`config.mk`:
```
export PLATFORM = sky130hd
export DESIGN_NAME = wildcard_pattern_matcher
export DESIGN_NICKNAME = d
export VERILOG_FILES = /design/src/hdl/wpm_pkg.sv /design/src/hdl/wpm_row_step.sv /design/src/hdl/wildcard_pattern_matcher.sv
export SDC_FILE = /design/constraint.sdc
export NUM_CORES = 2
export LEC_CHECK = 0
export BUFFER_PORTS_ARGS = -buffer_cell sky130_fd_sc_hd__buf_2
export CAP_MARGIN = 0
export CELL_PAD_IN_SITES_DETAIL_PLACEMENT = 0
export CELL_PAD_IN_SITES_GLOBAL_PLACEMENT = 1
export CORE_ASPECT_RATIO = 0.5
export CORE_MARGIN = 10
export CORE_UTILIZATION = 49
export DETAILED_ROUTE_END_ITERATION = 10
export GPL_TIMING_DRIVEN = 0
export HOLD_SLACK_MARGIN = 0.1
export PLACE_DENSITY_LB_ADDON = 0.1
export REMOVE_ABC_BUFFERS = 1
export SYNTH_ARGS = -nofsm -noshare
export SYNTH_HDL_FRONTEND = slang
export SYNTH_SLANG_ARGS = --single-unit
```
`constraint.sdc`:
```
create_clock -name clk -period 4.35 [get_ports clk]
set_clock_uncertainty 0.05 [all_clocks]
set_input_delay 1.0875 -clock clk [delete_from_list [all_inputs] [get_ports clk]]
set_output_delay 1.0875 -clock clk [all_outputs]
set_load 0.03 [all_outputs]
```
`src/hdl/wpm_pkg.sv`:
```
// Package for the wildcard pattern matcher: opcodes, pattern byte classes
// and the packed input and result beat types. No dependencies.
`timescale 1ns / 1ps

package wpm_pkg;

    typedef enum logic [1:0] {
        OP_PATTERN = 2'd0,
        OP_TEXT    = 2'd1,
        OP_EVAL    = 2'd2,
        OP_NONE    = 2'd3
    } wpm_op_t;

    localparam logic [7:0] CH_LOW  = 8'h61;
    localparam logic [7:0] CH_HIGH = 8'h7A;
    localparam logic [7:0] CH_ANY  = 8'h3F;
    localparam logic [7:0] CH_STAR = 8'h2A;

    typedef struct packed {
        logic [1:0] opcode;
        logic [7:0] symbol;
    } wpm_in_t;

    typedef struct packed {
        logic matched;
        logic overflow;
    } wpm_out_t;

endpackage

```
`src/hdl/wpm_row_step.sv`:
```
// One pattern byte step of the match row update, applied to all text lanes.
// Depends on wpm_pkg for the pattern byte classes.
`timescale 1ns / 1ps

module wpm_row_step #(
    parameter int MAX_TEXT = 64
) (
    input  logic [MAX_TEXT:0]        row,
    input  logic [7:0]               pat_byte,
    input  logic [MAX_TEXT-1:0][7:0] text,
    input  logic [MAX_TEXT-1:0]      lane_mask,
    output logic [MAX_TEXT:0]        row_next
);
    import wpm_pkg::*;

    localparam int RW    = MAX_TEXT + 1;
    localparam int STEPS = (RW > 1) ? $clog2(RW) : 1;

    logic            is_literal;
    logic            is_any;
    logic [RW-1:0]   hit;
    logic [RW-1:0]   suffix_or;

    always_comb
    begin
        is_literal = pat_byte inside {[CH_LOW:CH_HIGH]};
        is_any     = (pat_byte == CH_ANY);
    end

    always_comb
    begin
        hit = '0;
        for (int k = 0; k < MAX_TEXT; k++)
        begin
            hit[k] = lane_mask[k] & (!is_literal || (text[k] == pat_byte));
        end
    end

    // A star matches any run, so a lane becomes true if any later lane is.
    always_comb
    begin
        suffix_or = row;
        for (int s = 0; s < STEPS; s++)
        begin
            suffix_or = suffix_or | (suffix_or >> (1 << s));
        end
    end

    always_comb
    begin
        if (is_literal || is_any)
        begin
            row_next = (row >> 1) & hit;
        end
        else
        begin
            row_next = suffix_or;
        end
    end

endmodule

```
`src/hdl/wildcard_pattern_matcher.sv`:
```
// Wildcard pattern matcher top level: pattern and text stores, evaluation
// sequencer and result register. Depends on wpm_pkg and wpm_row_step.
// Flow: an accepted load beat is written to its store; an evaluate beat runs
// S_RUN over the pattern and S_DONE registers its result; overflow skips S_RUN.
// Throughput: one load per cycle; the row unit takes one pattern byte per
// cycle, and input is held off while an evaluation runs or its result waits.
// Reset clears counts, overflow flag, sequencer and result valid; stores keep data.
`timescale 1ns / 1ps

module wildcard_pattern_matcher #(
    parameter int MAX_PATTERN = 64,
    parameter int MAX_TEXT    = 64
) (
    input  logic             clk,
    input  logic             rst_n,
    input  logic             in_valid,
    output logic             in_ready,
    input  wpm_pkg::wpm_in_t in_beat,
    output logic             out_valid,
    input  logic             out_ready,
    output wpm_pkg::wpm_out_t out_beat
);
    import wpm_pkg::*;

    localparam int PCW = $clog2(MAX_PATTERN + 1);
    localparam int PAW = (MAX_PATTERN > 1) ? $clog2(MAX_PATTERN) : 1;
    localparam int TCW = $clog2(MAX_TEXT + 1);
    localparam int TAW = (MAX_TEXT > 1) ? $clog2(MAX_TEXT) : 1;
    localparam int RW  = MAX_TEXT + 1;

    typedef enum logic [2:0] {
        S_IDLE = 3'b001,
        S_RUN  = 3'b010,
        S_DONE = 3'b100
    } state_t;

    logic [7:0]                pattern_mem [MAX_PATTERN];
    logic [MAX_TEXT-1:0][7:0]  text_reg;
    logic [7:0]                pat_rd_reg;
    logic [PAW-1:0]            rd_addr;
    logic [PCW-1:0]            rd_calc;

    state_t                    state_reg, state_next;
    logic [PCW-1:0]            pcount_reg;
    logic [TCW-1:0]            tcount_reg;
    logic                      ovf_seen_reg;
    logic [PCW-1:0]            idx_reg;
    logic [RW-1:0]             row_reg;
    logic [RW-1:0]             row_next;
    logic [MAX_TEXT-1:0]       lane_mask_reg;
    logic [MAX_TEXT-1:0]       lane_mask_init;
    logic                      ovf_res_reg;
    logic                      out_valid_reg;
    wpm_out_t                  out_beat_reg;

    logic                      in_fire;
    logic                      op_pat;
    logic                      op_txt;
    logic                      op_eval;
    logic                      pat_full;
    logic                      txt_full;

    assign in_ready  = (state_reg == S_IDLE);
    assign in_fire   = in_valid && in_ready;
    assign op_pat    = in_fire && (in_beat.opcode == OP_PATTERN);
    assign op_txt    = in_fire && (in_beat.opcode == OP_TEXT);
    assign op_eval   = in_fire && (in_beat.opcode == OP_EVAL);
    assign pat_full  = (pcount_reg >= PCW'(MAX_PATTERN));
    assign txt_full  = (tcount_reg >= TCW'(MAX_TEXT));
    assign out_valid = out_valid_reg;
    assign out_beat  = out_beat_reg;

    always_comb
    begin
        lane_mask_init = '0;
        for (int k = 0; k < MAX_TEXT; k++)
        begin
            lane_mask_init[k] = (TCW'(k) < tcount_reg);
        end
    end

    // The read for the next pattern byte is issued in the cycle before its use, via pat_rd_reg.
    always_comb
    begin
        if (state_reg == S_RUN)
        begin
            rd_calc = idx_reg - PCW'(2);
        end
        else
        begin
            rd_calc = pcount_reg - PCW'(1);
        end
        rd_addr = rd_calc[PAW-1:0];
    end

    always_ff @(posedge clk)
    begin
        if (op_pat && !pat_full)
        begin
            pattern_mem[pcount_reg[PAW-1:0]] <= in_beat.symbol;
        end
        pat_rd_reg <= pattern_mem[rd_addr];
    end

    always_ff @(posedge clk)
    begin
        if (op_txt && !txt_full)
        begin
            text_reg[tcount_reg[TAW-1:0]] <= in_beat.symbol;
        end
    end

    wpm_row_step #(
        .MAX_TEXT (MAX_TEXT)
    ) u_row_step (
        .row       (row_reg),
        .pat_byte  (pat_rd_reg),
        .text      (text_reg),
        .lane_mask (lane_mask_reg),
        .row_next  (row_next)
    );

    always_comb
    begin
        state_next = state_reg;
        case (state_reg)
            S_IDLE:
            begin
                if (op_eval)
                begin
                    state_next = ovf_seen_reg ? S_DONE : S_RUN;
                end
            end
            S_RUN:
            begin
                if (idx_reg == '0)
                begin
                    state_next = S_DONE;
                end
            end
            S_DONE:
            begin
                if (!out_valid_reg || out_ready)
                begin
                    state_next = S_IDLE;
                end
            end
            default:
            begin
                state_next = S_IDLE;
            end
        endcase
    end

    always_ff @(posedge clk or negedge rst_n)
    begin
        if (!rst_n)
        begin
            state_reg     <= S_IDLE;
            pcount_reg    <= '0;
            tcount_reg    <= '0;
            ovf_seen_reg  <= 1'b0;
            out_valid_reg <= 1'b0;
        end
        else
        begin
            state_reg <= state_next;
            if (op_pat)
            begin
                if (pat_full)
                begin
                    ovf_seen_reg <= 1'b1;
                end
                else
                begin
                    pcount_reg <= pcount_reg + PCW'(1);
                end
            end
            if (op_txt)
            begin
                if (txt_full)
                begin
                    ovf_seen_reg <= 1'b1;
                end
                else
                begin
                    tcount_reg <= tcount_reg + TCW'(1);
                end
            end
            if (op_eval)
            begin
                pcount_reg   <= '0;
                tcount_reg   <= '0;
                ovf_seen_reg <= 1'b0;
            end
            if (state_reg == S_DONE && (!out_valid_reg || out_ready))
            begin
                out_valid_reg <= 1'b1;
            end
            else if (out_ready)
            begin
                out_valid_reg <= 1'b0;
            end
        end
    end

    always_ff @(posedge clk)
    begin
        if (op_eval)
        begin
            idx_reg       <= pcount_reg;
            row_reg       <= RW'(1) << tcount_reg;
            lane_mask_reg <= lane_mask_init;
            ovf_res_reg   <= ovf_seen_reg;
        end
        else if (state_reg == S_RUN && idx_reg != '0)
        begin
            idx_reg <= idx_reg - PCW'(1);
            row_reg <= row_next;
        end
        if (state_reg == S_DONE && (!out_valid_reg || out_ready))
        begin
            out_beat_reg.matched  <= row_reg[0] & ~ovf_res_reg;
            out_beat_reg.overflow <= ovf_res_reg;
        end
    end

    a_busy_holds_input: assert property (@(posedge clk) disable iff (!rst_n)
        (state_reg == S_RUN) |-> !in_ready)
        else $error("input accepted during evaluation");

    a_overflow_no_match: assert property (@(posedge clk) disable iff (!rst_n)
        (out_valid_reg && out_beat_reg.overflow) |-> !out_beat_reg.matched)
        else $error("overflow result reports a match");

    a_eval_clears: assert property (@(posedge clk) disable iff (!rst_n)
        op_eval |=> (pcount_reg == '0 && tcount_reg == '0 && !ovf_seen_reg))
        else $error("stores not cleared after evaluate");

    a_done_follows_run: assert property (@(posedge clk) disable iff (!rst_n)
        (state_reg == S_RUN && idx_reg == '0) |=> (state_reg == S_DONE))
        else $error("evaluation did not finish");

endmodule

```
==> qor.csv <==
stage,metric,value,unit
clock_network,cts_tree,built,
worst_setup_path,endpoint_kind,register,
die,die_w,470,um
global_routing,grt_pass1_wl,191000,um
logic_synthesis,yosysWarnings,0,
clock_network,clk_pin_slew,0.07,ns
clock_network,cts_buffer_depth,3,
power,vdd_drop_max,0.349,mV
place,hpwl,75000,um
worst_setup_path,cp_max_fo,53,
route,first_pass_iters,5,
place,placedCellCount,4714,
global_routing,antenna_found_initial,3,
route,wire_per_inst,26.3,um
timing,finalCritPeriodShare,94.6,%
route,final_antenna_net_count,0,
route,dr_total_vias,29200,
die,dieArea,115000,um^2
worst_setup_path,cp.required,4.74,ns
cells_and_area,synthToLayoutAreaGrowth,12.0,%
logic_synthesis,synth_area_per_cell,14.2,um^2
logic_synthesis,synth-edff-count,1163,
worst_setup_path,cp_data_arrival_time,4.50,ns
cells_and_area,instances_no_fill,4916,
power,leakagePower,0.0170,uW
run_status,outcome,"complete, no violations",
worst_setup_path,path_class,reg2reg,
clock_network,cts_root_buffer,clkbuf_16,
route,wl,129000,um
place,finalWeightedCongestion,0.833,
global_routing,grt_pass1_vias,28600,
cells_and_area,final_common_cell,edfxtp_1,
timing,period_minus_slack,4.12,ns
timing,holdWs,0.279,ns
clock_network,numCtsBuffers,107,
timing,slew_headroom,10.8,%
route,drtIter0Drc,2891,
worst_setup_path,r2r_slack,0.23,ns
timing,rsz0062_at_grt,no,
worst_setup_path,cp_slowest_stage_delay,0.63,ns
worst_setup_path,reg2regPathDepth,11,
worst_setup_path,reg2reg_from,state_reg[0]$_DFFE_PN1P_,
route,viasPerCell,5.94,
worst_setup_path,cp_slowest_cell,bufinv_8,
route,drc,0,
hold_path,hold_class,in2async,
power,power_density,403,nW/um^2
logic_synthesis,ys_seq_area_share,71.7,%
clock_network,clock_latency,0.73,ns
power,power,22400,uW
timing,slew_viol_final,0,
die,initial_utilization,49.5,%
die,rows,82,
logic_synthesis,yosysUniqueCellTypes,66,
timing,final-hold-violation-count,0,
logic_synthesis,netlist.area_leader.share,70.4,%
logic_synthesis,synth-async-reset-ratio,1.60,%
clock_network,cts_sinks,1190,
timing,max_freq,0.243,GHz
worst_setup_path,crit_chain,nor3b_2 > nand2_1 > nor2_1 > nand2_1 > bufinv_8 > buf_16 > nor3_2 > buf_6 > buf_4 > o31ai_1 > o2111ai_1,
worst_setup_path,critical-path-top-delay-family,simple AND/OR/NAND/NOR gates,
worst_setup_path,cp_num_buf_inv,4,
worst_setup_path,r2r-end,row_reg[6]$_DFFE_PP_,
timing,worst_pin_slew,1.33,ns
clock_network,htree_levels,3,
die,fp.dieH,245,um
logic_synthesis,synth_area_leader_cell,edfxtp_1,
cells_and_area,nNetsFinal,3509,
job,drv_cap,0,
die,num_io_pins,18,
global_routing,grtUsageTotal,22.0,%
timing,setup-violations-final,0,
place,portBuffers,17,
worst_setup_path,cp_common_cell,nand2_1,
logic_synthesis,synth_cells,3493,
global_routing,grt_overflow,0,
logic_synthesis,ys_seq_elements,1190,
cells_and_area,layout_common_cells,"edfxtp_1 (1163), xnor2_1 (520), nand2_1 (418)",
global_routing,grt_max_degree,96,
logic_synthesis,ys_top_cells_by_area,"edfxtp_1 (70%), xnor2_1 (9.2%), nand2_1 (3.2%)",
die,core-area,100000,um^2
logic_synthesis,synthFlopType,edfxtp_1,
logic_synthesis,syn-cell-area,49600,um^2
worst_setup_path,critPathLaunchType,register,
cells_and_area,drive_gt1_share,8.09,%
## layout make-up
class                      instances  area, um^2
multi-input combinational       2088       13400
antenna                            1        2.50
fill                            7996       44700
timing repair buffer              72        1240
inverter                          24         104
tap                             1344        1680
clock inverter                    65         627
sequential                      1190       35600
clock buffer                     132        2850
## where the power goes
part	switching [uW]	total [uW]	leakage, uW	internal (uW)
sequential	0.0000000000000550	12500	0.0109	12500
combinational	201	231	0.00446	30.0
clock	4250	9600	0.00170	5350
total	4450	22400	0.0170	17900
## cells in the mapped netlist, drive strengths merged, types with 3 or more instances
library cell and n:
o21ai 133, dfxtp 8, mux2 3, nand2 420, or4 12, nand3b 4, a21o 3, nand2b 9
buf 38, o41ai 3, nor3 29, o211ai 35, a31oi 4, or3 19, nor3b 7, a221oi 14
o22ai 3, nor2b 7, dfrtp 18, clkbuf 153, o2111ai 10, a32oi 45, nor2 170, o31ai 6
and3 4, o22a 7, a21oi 65, o221ai 26, or2 4, nand4 239, xor2 11, edfxtp 1163
ha 12, nand3 161, xnor2 520, inv 23, mux2i 56, nor4 18, o32a 8
## layer usage
| layer | global-route usage, % | routed length (um) | vias to the layer above | part of all wire (%) |
|---|---|---|---|---|
| li1 | - | - | 13100 | - |
| met5 | 0 | 0 | - | 0 |
| met4 | 5.65 | 3100 | 0 | 2.4 |
| met2 | 35.3 | 59900 | 849 | 46 |
| met3 | 3.08 | 6880 | 208 | 5.3 |
| met1 | 31.6 | 59100 | 15000 | 46 |
## what timing repair did
item | in CTS | in global routing
setup buffers | 2 | 2
setup endpoints to repair | 358 | 133
hold buffers | 0 | 0
resized for setup | 14 | 6
pin swaps | 0 | 2
## kinds of logic (layout without fill, tap and decap cells)
family,Yosys count,count (layout),share of synthesized area [%]
compound gates,375,375,5.00
xor+xnor,531,531,9.38
fa+ha+maj,12,12,0.303
buf+inv,215,293,1.65
flops,1190,1190,71.7
mux,60,60,1.24
other cells,0,1,0
simple gates,1110,1110,10.7
## per-stage QoR
step	setup slack, ns	setup TNS (ns)	cell area, um^2	util, %
final	0.233	0	55500	55.4
after global routing	0.0215	0	55500	55.4
after CTS	0.0507	0	55500	55.4
after detailed placement	-0.696	-75.98	51900	51.8
after global placement	-23.02	-1856.50	50600	50.5
after floorplan	-4.88	-344.27	48900	-
## worst max-delay path by stage
stage,depth (start not counted),startpoint,slack [ns],to
after detailed placement,7,state_reg[0]$_DFFE_PN1P_,-0.70,text_reg[464]$_DFFE_PP_
after global placement,6,pat_rd_reg[2]$_DFF_P_,-23.02,row_reg[2]$_DFFE_PP_
after CTS,8,pat_rd_reg[2]$_DFF_P_,0.05,row_reg[37]$_DFFE_PP_
after global routing,11,state_reg[0]$_DFFE_PN1P_,0.02,row_reg[2]$_DFFE_PP_
after floorplan,7,pat_rd_reg[2]$_DFF_P_,-4.88,row_reg[6]$_DFFE_PP_
final,11,state_reg[0]$_DFFE_PN1P_,0.23,row_reg[6]$_DFFE_PP_
Power figures use the tool's default switching activity.
